<file path="config.mk">
export PLATFORM = sky130hd
export DESIGN_NAME = cpa_ctrl
export DESIGN_NICKNAME = d
export VERILOG_FILES = /design/src/rtl/core/cpa_pkg.sv /design/src/rtl/core/cpa_ctrl.sv
export SDC_FILE = /design/constraint.sdc
export NUM_CORES = 1
export LEC_CHECK = 0
export BUFFER_PORTS_ARGS = -buffer_cell sky130_fd_sc_hd__buf_2
export CORE_MARGIN = 2
export CORE_UTILIZATION = 35
export CTS_BUF_LIST = sky130_fd_sc_hd__clkbuf_2
export CTS_CLUSTER_SIZE = 12
export DETAILED_ROUTE_END_ITERATION = 12
export GPL_TIMING_DRIVEN = 1
export PLACE_DENSITY = 0.61
export SETUP_SLACK_MARGIN = 0.05
export SYNTH_ARGS = -nofsm -noshare
export SYNTH_HDL_FRONTEND = slang
export SYNTH_SLANG_ARGS = --single-unit
</file>
<file path="constraint.sdc">
create_clock -name clk -period 4.5 [get_ports clk]
set_input_delay 0.9 -clock clk [delete_from_list [all_inputs] [get_ports clk]]
set_output_delay 0.9 -clock clk [all_outputs]
set_load 0.01 [all_outputs]
</file>
<file path="src/rtl/core/cpa_pkg.sv">
package cpa_pkg;

  localparam int KIND_BITS  = 2;
  localparam int OWNER_W    = 8;
  localparam int COUNT_W    = 14;
  localparam int FIRST_W    = 13;
  localparam int START_W    = 13;
  localparam int BOUND_W    = 14;

  localparam logic [BOUND_W-1:0] RESERVED_RESET = 14'd4096;

  localparam logic [KIND_BITS-1:0] KIND_ALLOC = 2'd0;
  localparam logic [KIND_BITS-1:0] KIND_FREE  = 2'd1;
  localparam logic [KIND_BITS-1:0] KIND_OWNER = 2'd2;

  typedef struct packed {
    logic [KIND_BITS-1:0] kind;
    logic [OWNER_W-1:0]   owner;
    logic [COUNT_W-1:0]   page_count;
    logic [FIRST_W-1:0]   first_page;
  } req_t;

  typedef struct packed {
    logic               ok;
    logic [START_W-1:0] start_page;
  } res_t;

endpackage

</file>
<file path="src/rtl/core/cpa_ctrl.sv">
module cpa_ctrl #(
  parameter int PAGES      = 8192,
  parameter int OWNER_BITS = 8,
  localparam int PW = $clog2(PAGES),
  localparam int W  = ((PW > cpa_pkg::COUNT_W) ? PW : cpa_pkg::COUNT_W) + 1,
  localparam int DW = OWNER_BITS + 1
) (
  input  logic           clk,
  input  logic           rst_n,
  input  logic           req_valid,
  output logic           req_ready,
  input  cpa_pkg::req_t  req,
  input  logic [W-1:0]   bound,
  output logic           res_valid,
  input  logic           res_ready,
  output cpa_pkg::res_t  res,
  output logic           mem_rd_en,
  output logic [PW-1:0]  mem_rd_addr,
  input  logic [DW-1:0]  mem_rd_data,
  output logic           mem_wr_en,
  output logic [PW-1:0]  mem_wr_addr,
  output logic [DW-1:0]  mem_wr_data
);

  localparam logic [2:0] S_INIT     = 3'd0;
  localparam logic [2:0] S_IDLE     = 3'd1;
  localparam logic [2:0] S_ALLOC    = 3'd2;
  localparam logic [2:0] S_ALLOC_WR = 3'd3;
  localparam logic [2:0] S_FREE     = 3'd4;
  localparam logic [2:0] S_OWNER    = 3'd5;
  localparam logic [2:0] S_RESP     = 3'd6;

  localparam int CW = cpa_pkg::COUNT_W;
  localparam int RB = (int'(cpa_pkg::RESERVED_RESET) < PAGES) ?
                      int'(cpa_pkg::RESERVED_RESET) : PAGES;
  localparam logic [W-1:0] PAGES_W  = W'(PAGES);
  localparam logic [W-1:0] LAST_W   = W'(PAGES - 1);
  localparam logic [W-1:0] INIT_B_W = W'(RB);

  logic [2:0]            state_r, state_nxt;
  logic [W-1:0]          pos_r, pos_nxt;
  logic [CW-1:0]         rem_r, rem_nxt;
  logic [W-1:0]          run_r, run_nxt;
  logic [W-1:0]          rstart_r, rstart_nxt;
  logic [OWNER_BITS-1:0] who_r, who_nxt;
  logic [CW-1:0]         cnt_r, cnt_nxt;
  logic                  rpend_r, rpend_nxt;
  logic [W-1:0]          rpos_r, rpos_nxt;
  cpa_pkg::res_t         res_r, res_nxt;

  logic                  rd_used;
  logic [OWNER_BITS-1:0] rd_owner;
  logic [W-1:0]          run_inc;
  logic [W-1:0]          run_first;
  logic                  found;

  assign rd_used   = mem_rd_data[0];
  assign rd_owner  = mem_rd_data[DW-1:1];
  assign run_inc   = run_r + W'(1);
  assign run_first = (run_r == '0) ? rpos_r : rstart_r;
  assign found     = rpend_r && !rd_used && (run_inc >= W'(cnt_r));

  assign req_ready = (state_r == S_IDLE);
  assign res_valid = (state_r == S_RESP);
  assign res       = res_r;

  always_comb begin
    state_nxt   = state_r;
    pos_nxt     = pos_r;
    rem_nxt     = rem_r;
    run_nxt     = run_r;
    rstart_nxt  = rstart_r;
    who_nxt     = who_r;
    cnt_nxt     = cnt_r;
    rpend_nxt   = 1'b0;
    rpos_nxt    = pos_r;
    res_nxt     = res_r;
    mem_rd_en   = 1'b0;
    mem_rd_addr = pos_r[PW-1:0];
    mem_wr_en   = 1'b0;
    mem_wr_addr = pos_r[PW-1:0];
    mem_wr_data = '0;

    unique case (state_r)
      S_INIT: begin
        // Clearing pass: mark the reset boundary used, zero every owner tag.
        mem_wr_en   = 1'b1;
        mem_wr_data = {{OWNER_BITS{1'b0}}, (pos_r < INIT_B_W)};
        pos_nxt     = pos_r + W'(1);
        if (pos_r == LAST_W) begin
          state_nxt = S_IDLE;
          pos_nxt   = '0;
        end
      end
      S_IDLE: begin
        if (req_valid) begin
          who_nxt = OWNER_BITS'(req.owner);
          cnt_nxt = req.page_count;
          run_nxt = '0;
          res_nxt = '0;
          unique case (req.kind)
            cpa_pkg::KIND_ALLOC: begin
              pos_nxt = bound;
              if (req.page_count == '0 || bound >= PAGES_W) begin
                state_nxt = S_RESP;
              end else begin
                state_nxt = S_ALLOC;
              end
            end
            cpa_pkg::KIND_FREE: begin
              pos_nxt    = W'(req.first_page);
              rem_nxt    = req.page_count;
              res_nxt.ok = 1'b1;
              state_nxt  = S_FREE;
            end
            cpa_pkg::KIND_OWNER: begin
              pos_nxt    = bound;
              res_nxt.ok = 1'b1;
              state_nxt  = (bound >= PAGES_W) ? S_RESP : S_OWNER;
            end
            default: begin
              state_nxt = S_RESP;
            end
          endcase
        end
      end
      S_ALLOC: begin
        // Issue one read per cycle; the used bit returns from the RAM in the cycle after its read.
        if (pos_r < PAGES_W) begin
          mem_rd_en = 1'b1;
          rpend_nxt = 1'b1;
          pos_nxt   = pos_r + W'(1);
        end
        if (rpend_r) begin
          if (rd_used) begin
            run_nxt = '0;
          end else begin
            run_nxt    = run_inc;
            rstart_nxt = run_first;
          end
          if (found) begin
            state_nxt          = S_ALLOC_WR;
            pos_nxt            = run_first;
            rem_nxt            = cnt_r;
            rpend_nxt          = 1'b0;
            res_nxt.ok         = 1'b1;
            res_nxt.start_page = run_first[cpa_pkg::START_W-1:0];
          end else if (rpos_r == LAST_W) begin
            state_nxt = S_RESP;
          end
        end
      end
      S_ALLOC_WR: begin
        mem_wr_en   = 1'b1;
        mem_wr_data = {who_r, 1'b1};
        pos_nxt     = pos_r + W'(1);
        rem_nxt     = rem_r - CW'(1);
        if (rem_r == CW'(1)) begin
          state_nxt = S_RESP;
        end
      end
      S_FREE: begin
        if (rem_r == '0 || pos_r >= PAGES_W) begin
          state_nxt = S_RESP;
        end else begin
          mem_wr_en = (pos_r >= bound);
          pos_nxt   = pos_r + W'(1);
          rem_nxt   = rem_r - CW'(1);
        end
      end
      S_OWNER: begin
        if (pos_r < PAGES_W) begin
          mem_rd_en = 1'b1;
          rpend_nxt = 1'b1;
          pos_nxt   = pos_r + W'(1);
        end
        if (rpend_r) begin
          // Write back one entry behind the read pointer.
          mem_wr_addr = rpos_r[PW-1:0];
          mem_wr_en   = (rd_owner == who_r);
          if (rpos_r == LAST_W) begin
            state_nxt = S_RESP;
          end
        end
      end
      S_RESP: begin
        if (res_ready) begin
          state_nxt = S_IDLE;
        end
      end
      default: begin
        state_nxt = S_IDLE;
      end
    endcase
  end

  always_ff @(posedge clk) begin
    if (!rst_n) begin
      state_r <= S_INIT;
      pos_r   <= '0;
      rpend_r <= 1'b0;
    end else begin
      state_r <= state_nxt;
      pos_r   <= pos_nxt;
      rpend_r <= rpend_nxt;
    end
  end

  always_ff @(posedge clk) begin
    rem_r    <= rem_nxt;
    run_r    <= run_nxt;
    rstart_r <= rstart_nxt;
    who_r    <= who_nxt;
    cnt_r    <= cnt_nxt;
    rpos_r   <= rpos_nxt;
    res_r    <= res_nxt;
  end

  a_fail_start_zero: assert property (@(posedge clk) disable iff (!rst_n)
    res_valid && !res.ok |-> res.start_page == '0)
    else $error("failed result carries a nonzero start page");

  a_owner_wb_addr: assert property (@(posedge clk) disable iff (!rst_n)
    state_r == S_OWNER && mem_wr_en |-> mem_wr_addr == $past(mem_rd_addr))
    else $error("owner sweep writes back to the wrong entry");

  a_no_rw_overlap: assert property (@(posedge clk) disable iff (!rst_n)
    mem_wr_en && mem_rd_en |-> mem_wr_addr != mem_rd_addr)
    else $error("read and write hit the same entry in one cycle");

  a_alloc_wr_nonzero: assert property (@(posedge clk) disable iff (!rst_n)
    state_r == S_ALLOC_WR |-> rem_r != '0)
    else $error("allocation write phase entered with nothing to write");

endmodule

</file>
# Yosys cells after proc, flatten, opt, wreduce, memory -nomap -nowiden
# Cells that the tools add are included.
[totals] ff_bits=114 output_inout_bits=53 wordCells=116
[classes] add_sub_neg=3 n_lt_le_gt_ge=6 eq_ne=23 n_mux=48 n_bitwise=1 reduce_logical=24
[ops] op="$mux 15" n=10
[ops] op="$mux 14" n=8
[ops] op="$pmux 15 s6" n=1
[ops] op="$pmux 15 s2" n=2
[ops] op="$pmux 14 s4" n=1
[ops] op="$add 15x1->15 const B" n=2
[ops] op="$eq 15x13->1 const B" n=2
[ops] op="$ge 15x14->1 const B" n=2
[ops] op="$mux 3" n=10
[ops] op="$logic_not 14->1" n=2
[ops] op="$pmux 14 s2" n=1
[ops] op="$mux 13" n=2
[ops] op="$pmux 3 s7" n=1
[ops] op="$pmux 9 s2" n=1
[ops] op="$ne 2x2->1 const B" n=8
[ops] op="$ge 15x14->1" n=1
[ops] op="$ge 15x15->1" n=1
[ops] op="$logic_not 15->1" n=1
[ops] op="$lt 15x13->1 const B" n=1
[ops] op="$lt 15x14->1 const B" n=1
[ops] op="$eq 14x1->1 const B" n=1
[ops] op="$sub 14x1->14 const B" n=1
[ops] op="$eq 3x3->1 const B" n=3
[ops] op="$pmux 3 s3" n=1
[ops] op="other kinds (26)" n=41

# Depth between registers and ports, before layout
[depth] ltp_word=6 ltp_mapped=14 depth_no_buf=13

# Worst setup path before layout
# OpenSTA, ideal clock, no wires.
[synth_path] kind="flip-flop to flip-flop" from="register run_r[0]" to="register res_r (netlist bit res[0]) (enable)" setup_time_ns=0.389 arrival_time_ns=3.575 required_ns=4.111 slack_ns=0.535 stages_incl_launch_ff=15 path_buffers=1 synth_period_minus_slack_ns=3.965 path_cell_list="edfxtp_1 ha_1 nand3_1 or2_2 nor2_1 xor2_1 ha_1 and3_1 nand4_1 o31ai_1 a211o_2 and2_1 buf_2 o22ai_1 a21oi_1"
[synth_between] elab_chain_len=5
[synth_lines] item="from (decl)" line_no="cpa_ctrl.sv:43" rtl="logic [W-1:0] run_r, run_nxt;"
[synth_lines] item="from (signal assigned)" line_no="cpa_ctrl.sv:211" rtl="run_r <= run_nxt;"
[synth_lines] item="$add 15x1->15" line_no="cpa_ctrl.sv:59" rtl="assign run_inc = run_r + W'(1);"
[synth_lines] item="via run_inc[12]" line_no="cpa_ctrl.sv:53" rtl="logic [W-1:0] run_inc;"
[synth_lines] item="$ge 15x14->1" line_no="cpa_ctrl.sv:61" rtl="assign found = rpend_r && !rd_used && (run_inc >= W'(cnt_r));"
[synth_lines] item="$logic_and 1x1->1" line_no="cpa_ctrl.sv:61"
[synth_lines] item="$ne 2x2->1 (no source line)"
[synth_lines] item="$reduce_and 4->1 (no source line)"
[synth_lines] item="to (signal assigned)" line_no="cpa_ctrl.sv:216" rtl="res_r <= res_nxt;"
[synth_lines] item="to (decl)" line_no="cpa_ctrl.sv:49" rtl="cpa_pkg::res_t res_r, res_nxt;"
# The timed path passes the listed nets, and every way through them passes these cells.
# A chain may end at the register's enable or synchronous reset.

# Final worst setup path
[layout_path] from="register pos_r[0]" to="output port mem_wr_en"
[layout_between] elab_chain_len=4
[layout_lines] item="from (decl)" line_no="cpa_ctrl.sv:41" rtl="logic [W-1:0] pos_r, pos_nxt;"
[layout_lines] item="from (signal assigned)" line_no="cpa_ctrl.sv:204" rtl="pos_r <= pos_nxt;"
[layout_lines] item="$ge 15x14->1" line_no="cpa_ctrl.sv:163" rtl="if (rem_r == '0 || pos_r >= PAGES_W) begin"
[layout_lines] item="$logic_or 1x1->1" line_no="cpa_ctrl.sv:163"
[layout_lines] item="$mux 1 *" line_no="cpa_ctrl.sv:163"
[layout_lines] item="$pmux 1 s3 *" line_no="cpa_ctrl.sv:84" rtl="unique case (state_r)"
[layout_lines] item="to (decl)" line_no="cpa_ctrl.sv:20" rtl="output logic mem_wr_en,"
# Every way passes the cells marked *; elsewhere a longest branch is shown, timed or not.

==> impl_summary.md <==
CTS
TritonCTS built the clock tree. The clock root buffer master is clkbuf_2. The clock tree synthesis step divided the H-tree into 4 levels. The clock passes through at most 2 buffers.

The clock-pin slew on the worst setup and hold paths is 0.20 ns. The clock sink count is 114. The setup fix buffers added after clock tree synthesis is 0. The later pin in the worst-skew pair is clocked with a latency of 0.70 ns. Clock tree synthesis inserted a total of 17 buffers.

Global routing
The via count of the first global-routing pass is 5878. The leftover overflow at the end of global routing is 0. The first global-routing pass estimated 32800 um of wire. The total global routing track utilization is 19.3%. The pin count of the biggest net entering global routing is 27. The number of antenna violations at the first check in global routing came to 1.

Final layout
Leaving out fill and tap cells, the most frequent cells in the layout are buf_2, edfxtp_1, nor2_1. The most common cell after layout, fill and taps aside is buf_2. Counting the fill cells in the layout gives 2145.

Cells with a size suffix above 1 make up 24.6% of the layout. The area added between synthesis and finish is 13.8%. The final cell count without fillers is 1142.

The final layout contains 955 nets.

Floorplan
The die covers 22200 sq um. The row count is 53. The I/O pin count is 118.

The effective utilization at floorplan is 35.4%. The horizontal extent of the die is 149 um. Measured along the y axis, the die boundary spans 149 um.

The core region is 20800 sq um.

Pwr
The switching share of total power is 25.7%. VDD sags by at most 109 uV. The power spent charging and discharging nets is 0.491 mW. The fraction of power consumed by sequential logic is 59.0%. The clock power share is 34.7%. The cell area power density is 228 nW/um^2.

The internal power of the cells totals 1.42 mW. For this design the static power due to leakage is 3.55 nW. The proportion of power drawn by combinational gates is 6.3%.

Synthesis
The share of async-settable or async-resettable flops after synthesis is 0%. Yosys mapped a number of flops with a built-in enable equal to 80. The post-synthesis instance area is 7370 sq um. The share of the synthesized area in the top cell type is 32.6%. During synthesis, Yosys emitted a total of 0 warnings. The part of the Yosys area used for sequential elements is 41.8%. The number of distinct library cell variants in the gate-level netlist after synthesis is 84. By area the synthesized netlist is led by edfxtp_1, dfxtp_1, ha_1. The primary flip-flop cell chosen by synthesis mapping is edfxtp_1. The library cell occupying the most area in the post-synthesis netlist is edfxtp_1. After synthesis the netlist holds a flip-flop and latch count of 114. After synthesis, the mean cell area works out to 9.85 sq um. The number of instances in the synthesized netlist is 749. When the netlist entered floorplanning its net count stood at 852.

Timing
Measured against its own limit, the worst slew margin works out to 25.1%. For the finished layout, the period the worst path requires is 4.19 ns. The max-slew violation count is 0. Setup repair after global routing left no endpoint under its margin. Static timing analysis puts the maximum clock frequency at 239 MHz.

The final hold violation count was 0. For the final database, setup skew stands at 0.0353 ns. Setup violations remaining at the end of the flow were counted as 0. The worst-margin pin slew is 1.12 ns. In the finished design, the share of the clock period the worst path needs comes to 93.1%. Setup total negative slack on the finished layout was measured at 0 ns.

Critical path
The worst stage delay on the critical path is 0.51 ns. For the worst setup path, the data required time is 3.60 ns. The cell type of the slowest stage on the worst timing path is dfxtp_2. The category of cells accounting for the largest share of critical-path delay is compound AO/OA/AOI/OAI gates. The end of the worst register-to-register path is rem_r[0].

The depth of the worst register-to-register path is 14. The worst setup path is launched from a register. At the worst endpoint, the arrival time is 3.29 ns. The register-to-register path setup slack is 0.58 ns. Counting stages on the worst path, the most repeated cell is a21o_1. STA classifies the critical path endpoint as an output port.

In this run the critical register-to-register path is launched from run_r[0]. Traced cell by cell, the critical path runs through inv_1 -> ha_1 -> nand2b_1 -> a21o_1 -> a21o_1 -> a211oi_1 -> o21bai_1 -> a31oi_1 -> o211ai_1 -> buf_2. Along the worst path, the maximum fanout reaches 12. The critical path is of the reg -> out type. The number of buffers and inverters on the critical path is 2.

Routing
Dividing the detail-routed wire length by the instance count gives 18.6 um. Detailed routing inserted a total of 6225 vias. The count of nets left with antenna violations once routing finished came out at 0.

The via density per instance is 5.45. The DRC marker count from the first detailed-route iteration is 643. The number of detailed-route iterations in the first pass is 6. Wires add up to 21300 um. In the routed design, unresolved DRC markers number 0.

Min path
The worst hold path class is in -> reg. Along the worst hold path, the cell count comes to 1. The end point of the most critical hold path is who_r[7]. The worst hold path begins at req[34].

Placed design
Routability-driven placement finished with a final weighted congestion of 0.888. Counting tap cells, the placed design contains a total of 1108 instances. The sum of net half-perimeters after detailed placement is 15800 um. The quantity of I/O buffers inserted on ports is 117.

Status
The run finished with clean final reports.

Flow run
Across the run, the number of max-cap violations was 0.
## layout make-up
class,count,area [sq um],share of cell area (%)
clock inverter,13,119,1.42
multi-input combinational,541,3860,46.0
inverter,43,161,1.92
clock buffer,19,95.1,1.13
sequential,114,3080,36.8
timing repair buffer,135,721,8.59
antenna,2,5.00,0.0597
tap,275,344,4.10
## worst reg2reg max path: stages, from the launching register on
cell	delay, ns
edfxtp_1	0.47
ha_1	0.26
nand3_1	0.15
or2_2	0.34
nor2_1	0.12
xor2_1	0.23
ha_1	0.30
nand4_1	0.12
a211oi_1	0.06
a2111o_1	0.44
a211o_2	0.50
and2_1	0.20
o22ai_1	0.19
nor2_1	0.09
buf_4	0.21
## registers in the layout (all words and copies together), names as in the netlist
name	count
rpend_r	1
res	14
rem_r	14
run_r	15
cnt_r	14
who_r	8
rpos_r	15
pos_r	15
rstart_r	15
state_r	3
## Yosys cell counts (22+ instances only)
master    count
edfxtp_1     80
nor2_1       48
o21ai_0      44
nand2_1      43
inv_1        42
ha_1         38
dfxtp_1      34
xnor2_1      30
a21oi_1      24
and2_1       24
mux2_2       24
clkbuf_1     23
nand3_1      22
## worst max-delay path by stage
stage | startpoint | end | slack [ns] | cells after the start
2_1_floorplan | run_r[0] | res[0] | 0.54 | 14
3_3_place_gp | bound[0] | mem_wr_en | 0.66 | 10
3_5_place_dp | run_r[0] | res[0] | 0.64 | 14
4_1_cts | pos_r[0] | mem_wr_en | 0.1 | 10
5_1_grt | pos_r[0] | mem_wr_en | 0.08 | 10
6_report | pos_r[0] | mem_wr_en | 0.31 | 10
## cell families after synthesis
group           count (synthesis)  share of synthesized area, %
fa+ha+maj                      38                          6.45
mux                            42                          6.11
buf+inv                        94                          5.90
simple gates                  249                          18.4
flops                         114                          41.8
compound gates                168                          16.1
xor+xnor                       44                          5.33
## power by group through the flow
stage	sequential [mW]	combinational [mW]	clock (mW)
floorplan	1.15	0.0651	0
global placement	1.15	0.119	0
detailed placement	1.15	0.119	0
CTS	1.13	0.120	0.680
global route	1.13	0.134	0.724
finish	1.13	0.120	0.664
## stage by stage
stage | area (sq um) | hold slack, ns | worst slack, ns | utilization (%) | power, mW
after floorplan | 7370 | 0.364 | 0.535 | - | 1.21
after CTS | 8380 | 0.290 | 0.0956 | 40.3 | 1.93
after global placement | 8170 | 0.487 | 0.659 | 39.2 | 1.27
final | 8390 | 0.352 | 0.311 | 40.3 | 1.91
after detailed placement | 8170 | 0.481 | 0.636 | 39.2 | 1.27
after global routing | 8390 | 0.262 | 0.0847 | 40.3 | 1.99
## routing by layer
layer,global-route usage (%),share of wire (%),vias up
li1,-,-,2974
met1,27.3,46,2996
met2,29.7,45,233
met3,3.85,6.6,22
met4,5.86,1.7,0
met5,0,0,-
## repair_timing
| action | CTS | global route |
|---|---|---|
| resized for setup | 0 | 1 |
| hold buffers | 0 | 0 |
| setup endpoints to repair | 0 | 1 |
Note: power is estimated with default switching activity, not from simulation.
